===== src/rtl/core/dafmt_pkg.sv =====
// ----------------------------------------------------------------------------
// dafmt_pkg
// Shared types and constants for the decimal ASCII formatter.
// ----------------------------------------------------------------------------
package dafmt_pkg;

    // Sequencer states
    typedef enum logic [2:0] {
        ST_IDLE,
        ST_MUL,
        ST_DIGIT,
        ST_PLAN,
        ST_SIGN,
        ST_PADL,
        ST_TEXT,
        ST_PADR
    } state_t;

    // Register indexes on the configuration port
    localparam logic [2:0] REG_FIELD_WIDTH  = 3'd0;
    localparam logic [2:0] REG_FILL_ZERO    = 3'd1;
    localparam logic [2:0] REG_ALIGN_MODE   = 3'd2;
    localparam logic [2:0] REG_COMMA_ENABLE = 3'd3;
    localparam logic [2:0] REG_SIGN_MODE    = 3'd4;

    // Character codes
    localparam logic [7:0] CH_ZERO  = 8'h30;
    localparam logic [7:0] CH_SPACE = 8'h20;
    localparam logic [7:0] CH_COMMA = 8'h2C;
    localparam logic [7:0] CH_MINUS = 8'h2D;
    localparam logic [7:0] CH_PLUS  = 8'h2B;

    // floor(x / 10) == (x * DIV10_MAGIC) >> DIV10_SHIFT for any 32-bit x
    localparam logic [31:0] DIV10_MAGIC = 32'hCCCC_CCCD;
    localparam int          DIV10_SHIFT = 35;

    typedef struct packed {
        logic [31:0] quot;
        logic [3:0]  rem;
    } div10_res_t;

endpackage


===== src/rtl/core/dafmt_div10.sv =====
// ----------------------------------------------------------------------------
// dafmt_div10
// Divide-by-ten unit: reciprocal multiply registered, then quotient and
// remainder formed from the registered product in the cycle after the dividend is presented.
// ----------------------------------------------------------------------------
module dafmt_div10
    import dafmt_pkg::*;
(
    input  logic        aclk,
    input  logic [31:0] dividend,
    output div10_res_t  res
);

    logic [63:0] prod_reg;
    logic [31:0] dividend_reg;
    logic [28:0] quot;
    logic [3:0]  tenq_lo;

    always_ff @(posedge aclk) begin
        prod_reg     <= {32'd0, dividend} * {32'd0, DIV10_MAGIC};
        dividend_reg <= dividend;
    end

    assign quot = prod_reg[63:DIV10_SHIFT];

    // remainder < 10, so the low nibble of x - 10q is enough
    assign tenq_lo = 4'({quot[0], 3'b000}) + 4'({quot[2:0], 1'b0});

    assign res.quot = {3'b000, quot};
    assign res.rem  = dividend_reg[3:0] - tenq_lo;

endmodule


===== src/rtl/core/decimal_ascii_formatter.sv =====
// ----------------------------------------------------------------------------
// decimal_ascii_formatter
// Signed 32-bit integer to decimal ASCII text, one character per output
// request, with optional commas, field width, fill and sign control.
// ----------------------------------------------------------------------------
// Sequencing: each decimal digit takes an ST_MUL and an ST_DIGIT state on the
//   shared divide-by-ten unit (multiply, then remainder), then ST_PLAN; the
//   characters follow, one per output transfer, held while the output is stalled.
// Flow: the input is not ready until the previous value's last character is out.
// Reset: aresetn synchronous, active low; clears the sequencer, the output
//   valid and all configuration registers.
// ----------------------------------------------------------------------------
module decimal_ascii_formatter
    import dafmt_pkg::*;
#(
    parameter int MAX_WIDTH = 32
) (
    input  logic        aclk,
    input  logic        aresetn,
    // configuration port
    input  logic        psel,
    input  logic        penable,
    input  logic        pwrite,
    input  logic [4:0]  paddr,
    input  logic [31:0] pwdata,
    output logic [31:0] prdata,
    output logic        pready,
    // input stream
    input  logic        s_tvalid,
    output logic        s_tready,
    input  logic [31:0] s_tdata,   // [31:0] value
    // output stream
    output logic        m_tvalid,
    input  logic        m_tready,
    output logic [7:0]  m_tdata,   // [7:0] char_code
    output logic        m_tlast    // last_char
);

    state_t state_reg, state_next;

    logic [5:0] field_width_reg;
    logic       fill_zero_reg;
    logic [1:0] align_mode_reg;
    logic       comma_enable_reg;
    logic [1:0] sign_mode_reg;

    logic [31:0] mag_reg;
    logic        neg_reg;
    logic [3:0]  digs_reg [10];
    logic [3:0]  nd_reg;
    logic [3:0]  pos_reg;
    logic [5:0]  padl_reg;
    logic [5:0]  padr_reg;
    logic [7:0]  sign_char_reg;

    logic        m_tvalid_reg;
    logic [7:0]  m_tdata_reg;
    logic        m_tlast_reg;

    div10_res_t  div_res;

    // plan signals
    logic [1:0]  n_commas;
    logic [3:0]  n_chars;
    logic [5:0]  w_sat;
    logic [3:0]  keep;
    logic [5:0]  pad_total;
    logic [5:0]  padl_plan;
    logic [5:0]  padr_plan;
    logic        has_sign;

    // emit signals
    logic        out_free;
    logic        emit;
    logic [7:0]  emit_char;
    logic        emit_last;
    logic        is_comma;
    logic [3:0]  dig_idx;
    logic [7:0]  fill_char;
    logic        cfg_wr;

    dafmt_div10 u_div10 (
        .aclk     (aclk),
        .dividend (mag_reg),
        .res      (div_res)
    );

    // ------------------------------------------------------------------
    // Configuration port
    // ------------------------------------------------------------------
    assign pready = 1'b1;
    assign cfg_wr = psel && penable && pwrite && pready;

    always_ff @(posedge aclk) begin
        if (!aresetn) begin
            field_width_reg  <= '0;
            fill_zero_reg    <= 1'b0;
            align_mode_reg   <= '0;
            comma_enable_reg <= 1'b0;
            sign_mode_reg    <= '0;
        end else if (cfg_wr) begin
            case (paddr[4:2])
                REG_FIELD_WIDTH:  field_width_reg  <= pwdata[5:0];
                REG_FILL_ZERO:    fill_zero_reg    <= pwdata[0];
                REG_ALIGN_MODE:   align_mode_reg   <= pwdata[1:0];
                REG_COMMA_ENABLE: comma_enable_reg <= pwdata[0];
                REG_SIGN_MODE:    sign_mode_reg    <= pwdata[1:0];
                default: ;
            endcase
        end
    end

    always_comb begin
        case (paddr[4:2])
            REG_FIELD_WIDTH:  prdata = {26'd0, field_width_reg};
            REG_FILL_ZERO:    prdata = {31'd0, fill_zero_reg};
            REG_ALIGN_MODE:   prdata = {30'd0, align_mode_reg};
            REG_COMMA_ENABLE: prdata = {31'd0, comma_enable_reg};
            REG_SIGN_MODE:    prdata = {30'd0, sign_mode_reg};
            default:          prdata = '0;
        endcase
    end

    // ------------------------------------------------------------------
    // Text plan: length, kept characters and padding
    // ------------------------------------------------------------------
    always_comb begin
        case (nd_reg)
            4'd4, 4'd5, 4'd6: n_commas = 2'd1;
            4'd7, 4'd8, 4'd9: n_commas = 2'd2;
            4'd10:            n_commas = 2'd3;
            default:          n_commas = 2'd0;
        endcase
        if (!comma_enable_reg) begin
            n_commas = 2'd0;
        end
    end

    assign n_chars = nd_reg + {2'b00, n_commas};
    assign w_sat   = (field_width_reg > 6'(MAX_WIDTH)) ? 6'(MAX_WIDTH) : field_width_reg;

    always_comb begin
        keep      = n_chars;
        pad_total = '0;
        if (w_sat != '0) begin
            if (w_sat < {2'b00, n_chars}) begin
                keep = w_sat[3:0];
            end else begin
                pad_total = w_sat - {2'b00, n_chars};
            end
        end
    end

    // left alignment wins when both bits are set
    assign padr_plan = align_mode_reg[0] ? pad_total : '0;
    assign padl_plan = (!align_mode_reg[0] && align_mode_reg[1]) ? pad_total : '0;
    assign has_sign  = sign_mode_reg[0] || (!sign_mode_reg[1] && neg_reg);

    // ------------------------------------------------------------------
    // Sequencer
    // ------------------------------------------------------------------
    assign out_free = !m_tvalid_reg || m_tready;

    always_comb begin
        state_next = state_reg;
        unique case (state_reg)
            ST_IDLE:  if (s_tvalid) state_next = ST_MUL;
            ST_MUL:   state_next = ST_DIGIT;
            ST_DIGIT: state_next = (div_res.quot == '0) ? ST_PLAN : ST_MUL;
            ST_PLAN: begin
                if (has_sign)              state_next = ST_SIGN;
                else if (padl_plan != '0)  state_next = ST_PADL;
                else                       state_next = ST_TEXT;
            end
            ST_SIGN: begin
                if (out_free) state_next = (padl_reg != '0) ? ST_PADL : ST_TEXT;
            end
            ST_PADL: begin
                if (out_free && padl_reg == 6'd1) state_next = ST_TEXT;
            end
            ST_TEXT: begin
                if (out_free && pos_reg == '0) begin
                    state_next = (padr_reg != '0) ? ST_PADR : ST_IDLE;
                end
            end
            ST_PADR: begin
                if (out_free && padr_reg == 6'd1) state_next = ST_IDLE;
            end
        endcase
    end

    assign fill_char = fill_zero_reg ? CH_ZERO : CH_SPACE;
    // text positions count from the lowest character; every fourth is a comma
    assign is_comma  = comma_enable_reg && (pos_reg[1:0] == 2'b11);
    assign dig_idx   = comma_enable_reg ? (pos_reg - {2'b00, pos_reg[3:2]}) : pos_reg;

    always_comb begin
        emit      = 1'b0;
        emit_char = fill_char;
        emit_last = 1'b0;
        unique case (state_reg)
            ST_SIGN: begin
                emit      = out_free;
                emit_char = sign_char_reg;
            end
            ST_PADL: begin
                emit      = out_free;
            end
            ST_TEXT: begin
                emit      = out_free;
                emit_char = is_comma ? CH_COMMA : {4'h3, digs_reg[dig_idx]};
                emit_last = (pos_reg == '0) && (padr_reg == '0);
            end
            ST_PADR: begin
                emit      = out_free;
                emit_last = (padr_reg == 6'd1);
            end
            default: ;
        endcase
    end

    always_ff @(posedge aclk) begin
        if (!aresetn) begin
            state_reg <= ST_IDLE;
        end else begin
            state_reg <= state_next;
        end
    end

    // datapath
    always_ff @(posedge aclk) begin
        unique case (state_reg)
            ST_IDLE: begin
                if (s_tvalid) begin
                    neg_reg <= s_tdata[31];
                    mag_reg <= s_tdata[31] ? (32'd0 - s_tdata) : s_tdata;
                    nd_reg  <= '0;
                end
            end
            ST_DIGIT: begin
                digs_reg[nd_reg] <= div_res.rem;
                nd_reg           <= nd_reg + 4'd1;
                mag_reg          <= div_res.quot;
            end
            ST_PLAN: begin
                pos_reg       <= keep - 4'd1;
                padl_reg      <= padl_plan;
                padr_reg      <= padr_plan;
                sign_char_reg <= neg_reg ? CH_MINUS : CH_PLUS;
            end
            ST_PADL: if (out_free) padl_reg <= padl_reg - 6'd1;
            ST_TEXT: if (out_free && pos_reg != '0) pos_reg <= pos_reg - 4'd1;
            ST_PADR: if (out_free) padr_reg <= padr_reg - 6'd1;
            default: ;
        endcase
    end

    // output register
    always_ff @(posedge aclk) begin
        if (!aresetn) begin
            m_tvalid_reg <= 1'b0;
        end else if (emit) begin
            m_tvalid_reg <= 1'b1;
        end else if (m_tready) begin
            m_tvalid_reg <= 1'b0;
        end
    end

    always_ff @(posedge aclk) begin
        if (emit) begin
            m_tdata_reg <= emit_char;
            m_tlast_reg <= emit_last;
        end
    end

    assign s_tready = (state_reg == ST_IDLE);
    assign m_tvalid = m_tvalid_reg;
    assign m_tdata  = m_tdata_reg;
    assign m_tlast  = m_tlast_reg;

    // ------------------------------------------------------------------
    // Assertions
    // ------------------------------------------------------------------
    a_accept_starts_div: assert property (@(posedge aclk) disable iff (!aresetn)
        (s_tvalid && s_tready) |=> (state_reg == ST_MUL))
        else $error("request accepted but divide not started");

    a_digit_after_mul: assert property (@(posedge aclk) disable iff (!aresetn)
        (state_reg == ST_MUL) |=> (state_reg == ST_DIGIT))
        else $error("divide result not consumed");

    a_digit_count: assert property (@(posedge aclk) disable iff (!aresetn)
        (state_reg == ST_DIGIT) |-> (nd_reg < 4'd10))
        else $error("digit buffer overflow");

    a_no_drop: assert property (@(posedge aclk) disable iff (!aresetn)
        (m_tvalid && !m_tready) |-> !emit)
        else $error("output overwritten while stalled");

endmodule

===== config.mk =====
export PLATFORM = sky130hd
export DESIGN_NAME = decimal_ascii_formatter
export DESIGN_NICKNAME = d
export VERILOG_FILES = /design/src/rtl/core/dafmt_pkg.sv /design/src/rtl/core/dafmt_div10.sv /design/src/rtl/core/decimal_ascii_formatter.sv
export SDC_FILE = /design/constraint.sdc
export NUM_CORES = 1
export LEC_CHECK = 0
export BUFFER_PORTS_ARGS = -buffer_cell sky130_fd_sc_hd__buf_2
export CAP_MARGIN = 20
export CORE_MARGIN = 5
export CORE_UTILIZATION = 50
export CTS_BUF_LIST = sky130_fd_sc_hd__clkbuf_8
export CTS_CLUSTER_DIAMETER = 80
export DETAILED_ROUTE_END_ITERATION = 8
export PLACE_DENSITY = 0.75
export SLEW_MARGIN = 0
export SYNTH_ARGS = -nofsm -noshare
export SYNTH_HDL_FRONTEND = slang
export SYNTH_SLANG_ARGS = --single-unit

===== constraint.sdc =====
create_clock -name aclk -period 6.9 [get_ports aclk]
set_clock_uncertainty 0.1 [all_clocks]
set_input_delay 0.69 -clock aclk [delete_from_list [all_inputs] [get_ports aclk]]
set_output_delay 0.69 -clock aclk [all_outputs]
set_load 0.1 [all_outputs]

=== Word level (Yosys, flattened, before mapping) ===
Memories as Yosys holds them, arrays and structs flattened.
Index checks and enable logic that the tools add are counted.

* Bits in registers: 154
* Bits in writable memories: 40
* Input port bits: 76
* Output and inout port bits: 44
* Logic and storage cells: 149
* Memories kept: 1

{| class="wikitable"
|+ Memory list
! name !! words !! bits a word !! rd ports !! clocked after memory_dff !! write ports !! RTL line !! source
|-
| digs_reg || 10 || 4 || 1 || 0 || 1 || decimal_ascii_formatter.sv:49 || <nowiki>logic [3:0] digs_reg [10];</nowiki>
|}

* Add/subtract/negate cells: 11
* Multipliers: 1
* $lt $le $gt $ge: 2
* Equality and inequality tests: 29
* Multiplexer cells: 43
* Reduce and logical (&&, ||, !) cells: 44

{| class="wikitable"
|+ Operators by type and width
! kind !! number
|-
| multiplier 32 x 32 -> 64 bit, second input constant || 1
|-
| 2-to-1 mux 32 bit || 2
|-
| case mux 32 bit (2 select lines) || 1
|-
| 2-to-1 mux 6 bit || 7
|-
| zero test 32 bit || 1
|-
| subtractor 1 x 32 -> 32 bit, first input constant || 1
|-
| case mux 6 bit (5 select lines) || 1
|-
| case mux 3 bit (8 select lines) || 1
|-
| case mux 6 bit (2 select lines) || 2
|-
| nonzero test 6 bit || 4
|-
| 2-to-1 mux 3 bit || 7
|-
| 2-to-1 mux 4 bit || 5
|-
| AND reduction 2 bit || 10
|-
| equality test 4 x 3 -> 1 bit, second input constant || 4
|-
| != test 2 bit, second input constant || 8
|-
| case mux 4 bit (2 select lines) || 2
|-
| case mux 8 bit (2 select lines) || 1
|-
| equality test 3 bit, second input constant || 5
|-
| equality test 3 x 2 -> 1 bit, second input constant || 4
|-
| equality test 4 bit, second input constant || 3
|-
| equality test 6 x 1 -> 1 bit, second input constant || 2
|-
| subtractor 6 x 1 -> 6 bit, second input constant || 2
|-
| logical AND 1 bit || 10
|-
| 2-to-1 mux 2 bit || 5
|-
| 25 further kinds || 41
|}

=== Logic depth before layout (Yosys ltp) ===
* Depth after elaboration: 13
* Depth in mapped cells: 25
* Gate-level depth less buffers: 25

=== Hierarchy ===
Synthesis repeated with hierarchy kept, for this count alone.

* Cells, all modules: 2,407
* Area total of the unflattened synthesis: 24,533.5 µm²

{| class="wikitable"
|+ Modules (own cells, without submodules)
! module !! times used !! cells an instance !! area an instance (µm²) !! seq. area each (µm²)
|-
| dafmt_div10 || 1 || 1,764 || 17,554.3 || 660.6
|-
| decimal_ascii_formatter || 1 || 643 || 6,979.2 || 3,353.2
|}

=== Worst setup path before layout ===
OpenSTA, ideal clock, no wires.

* Path kind: reg-to-reg
* Start point: reg mag_reg[18]
* End point: reg u_div10.prod_reg[60]
* Setup time: 121 ps
* Data arrival time: 6,680 ps
* Required time: 6,679 ps
* Slack: -1 ps
* Stages on the path, launching flop included: 25
* Path buffers: 0
* Clock period less this slack: 6,901 ps
* Cell sequence: edfxtp_1 -> ha_1 -> inv_1 -> fa_1 -> inv_1 -> fa_1 -> inv_1 -> fa_1 -> inv_1 -> fa_1 -> fa_1 -> fa_1 -> inv_1 -> fa_1 -> inv_1 -> ha_1 -> and3_1 -> o211a_1 -> a21oi_1 -> o21ai_0 -> or3b_1 -> o211ai_1 -> nand2_1 -> a221o_1 -> xor2_1

* Longest elaborated chain between the ends: 1

{| class="wikitable"
|+ Ends and longest elaborated chain
! item !! RTL line !! source
|-
| from (decl) || decimal_ascii_formatter.sv:47 || <nowiki>logic [31:0] mag_reg;</nowiki>
|-
| from (signal assigned) || decimal_ascii_formatter.sv:236 || <nowiki>mag_reg <= s_tdata[31] ? (32'd0 - s_tdata) : s_tdata;</nowiki>
|-
| from (signal assigned) || decimal_ascii_formatter.sv:243 || <nowiki>mag_reg <= div_res.quot;</nowiki>
|-
| multiplier 32 x 32 -> 64 bit || dafmt_div10.sv:20 || <nowiki>prod_reg <= {32'd0, dividend} * {32'd0, DIV10_MAGIC};</nowiki>
|-
| to (signal assigned) || dafmt_div10.sv:20 ||
|-
| to (decl) || dafmt_div10.sv:14 || <nowiki>logic [63:0] prod_reg;</nowiki>
|}

Every way passes these cells.
A chain may end at the register's enable or synchronous reset.

=== Worst setup path after layout ===
* Start point: reg mag_reg[14]
* End point: reg u_div10.prod_reg[60]

The elaborated chain is that of the path after synthesis.

==> out/results.ini <==
[clocking]
cts_root_buf=clkbuf_8
hold_buffers=0
clkTransAtPathRegs_ps=100
cts_max_path_buffers=2
clock_latency_ps=510
cts_tree=yes
cts.sinks=150
cts_buffers=17
h-tree-depth=4

[global_routing]
antenna_found_initial=0
grt_max_degree=63
overflow=0
grt_pass1_wl_microns=104000
busiest_layer=met2
grt_pass1_vias=19136
gr-usage-met1=0.326
use_met3=0.0354
grt_use_total=0.254
grt_use_met2=0.433

[timing]
period_share=1.04
relSlewSlack=0.335
finalSetupViolations=12
max_freq_mhz=139
tightest_slew_ps=997
maxSlewViolCount=0
rsz0062_at_grt=yes
hold_violations=0
setup_ws_ps=-269
post-route-min-period_ps=7170

[floorplanning]
pin_count=120
dieHeight_microns=229
start_util=0.504
dieArea_sq_um=52500
die_x_microns=229
num_rows=80
core-area_sq_um=47600

[layout]
drive_gt1_frac=0.197
fill_cells=3781
syn_to_final_growth_pct=17.2
largest_register_ffs=40
antennaDiodeCount=0
layout.nets=3459
final_cell_count_no_fill=3255

[critical_path]
path_class=reg2reg
arrival_ps=7460
end_kind=register
crit_path_max_fanout=5
cp_slowest_cell=fa_1
rrSetupSlack_ps=-270
crit_path_cell_trace=ha_2 -> inv_1 -> fa_1 -> inv_2 -> fa_1 -> inv_1 -> fa_1 -> inv_1 -> fa_1 -> fa_1 -> fa_1 -> fa_1 -> ha_1 -> o21a_1 -> o211a_1 -> a21oi_2 -> o21ai_4 -> or3b_4 -> o211ai_1 -> buf_4 -> buf_6 -> nand2_4 -> a221o_1 -> xor2_1
cpMostUsedCell=fa_1
cpPeakStageDelay_ps=550
start_kind=register
cp.required_ps=7190

[routing]
ant_nets=0
routed_via_density=5.45
avgRoutedWirePerCell_microns=20.6
wirelength_microns=66900
drc=0
initialDrtViolationCount=1315
drt-pass1-iter-count=7
vias=17750

[logic_synthesis]
synth-seq-area-share=0.167
synth_warnings=0
synthArstFlopShare=0
synth_cell_type_count=66
ys_seq_elements=150
synth_cells=2323
synth_flop_cell=edfxtp_1
syn_area_sq_um=24000
synth_edf_count=101
postSynthAreaPerCell_sq_um=10.3

[place]
gp_congestion=0.996
place_inst=3197
port_buffers=61
hpwl_microns=57100
place_ws_ps=-368

[status]
violations=negative setup slack
status=finished, violations left

[min_path]
hold_path.class=in2reg

[flow_run]
maxCapViolations=0

-- worst max-delay path, delay by kind of cell, from the launching register on --
kind                     cells  cell delay (ps)
AO/OA/AOI/OAI                6             1210
XOR/XNOR                     1              150
adder cells (fa/ha/maj)      9             4160
buffers and inverters        6              510
flip-flops                   1              460
AND/OR/NAND/NOR              2              450
-- logic make-up after synthesis --
family	synth area share
AOI/OAI and AO/OA	0.0807
xor gates and xnor gates	0.0459
adders and majority gates	0.515
buffers and inverters	0.100
DFF	0.167
muxes	0.0147
other	0.000313
and+or+nand+nor	0.0759
-- timing repair --
item,CTS,global route
cloned,0,0
setup endpoints to repair,18,27
setup buffers,12,15
endpoints found under the hold margin,0,0
resized for setup,52,125
pin swaps,30,57
-- final cells by class --
| type | count | area, sq um | share of cell area |
|---|---|---|---|
| Multi-Input combinational cell | 1589 | 18600 | 0.661 |
| Clock inverter | 15 | 141 | 0.00502 |
| Sequential cell | 150 | 4010 | 0.143 |
| Tap cell | 615 | 769 | 0.0273 |
| Inverter | 543 | 2040 | 0.0724 |
| Timing Repair Buffer | 326 | 2360 | 0.0838 |
| Clock buffer | 17 | 234 | 0.00831 |
-- synthesized netlist by cell type, drive strengths merged (11+ instances only) --
library cell,n,area share
a31oi,11,0.0029
xor2,74,0.027
clkbuf,36,0.0056
nor2b,32,0.0083
a21o,50,0.016
nor4,16,0.0048
buf,33,0.0099
edfxtp,101,0.13
fa,389,0.32
a21oi,67,0.014
nor3,18,0.0037
nand3,34,0.0071
dfxtp,49,0.041
nor2,51,0.0080
nand2,104,0.016
o31ai,11,0.0039
xnor2,52,0.019
mux2i,15,0.0062
nand2b,15,0.0039
and2,28,0.0073
ha,367,0.19
a211oi,13,0.0041
inv,543,0.085
o21ai,79,0.016
-- per-layer routing --
layer  up-vias  wire length, microns  part of all wire
met1      8876                 26400              0.39
met2       639                 32900              0.49
met5         -                     0                 0
met4         0                  3700             0.055
met3       180                  3950             0.059
li1       8055                     -                 -
-- path summary, 6_finish.rpt --
path	depth (start not counted)	endpoint	startpoint
min	3	field_width_reg[4]	pwdata[4]
max	24	u_div10.prod_reg[60]	mag_reg[14]
min reg2reg	0	sign_char_reg[2]	neg_reg
max reg2reg	24	u_div10.prod_reg[60]	mag_reg[14]
-- cells in the final DEF, fill, tap and decap left out, types with 15 or more instances in the layout --
cell	netlist	layout
ha_4	0	32
buf_4	30	246
clkbuf_8	0	17
a21oi_1	67	55
xnor2_1	52	45
dfxtp_1	49	49
mux2i_1	15	15
inv_2	1	18
and2_1	27	26
nand2b_1	15	15
nand3_1	34	31
a21o_1	50	50
xor2_1	74	68
nand2_1	104	102
conb_1	2	30
inv_1	542	526
nor2b_1	32	32
edfxtp_1	101	101
buf_2	2	61
nor3_1	18	18
nor2_1	51	46
o21ai_1	13	16
o21ai_0	66	57
fa_1	389	377
ha_1	367	326
buf_6	0	18
-- through the flow --
stage | util | instance area [sq um] | hold slack [ps] | setup TNS [ps]
after floorplan | - | 24100 | 345 | 0
after global placement | 0.559 | 26700 | 371 | -2670
after detailed placement | 0.559 | 26700 | 372 | -3840
after CTS | 0.575 | 27400 | 332 | -1460
after global routing | 0.591 | 28200 | 368 | -4460
final | 0.591 | 28200 | 343 | -1980
Power is not shown: default switching activity piles up to over one toggle a cycle in this logic, so the estimate is an artifact.
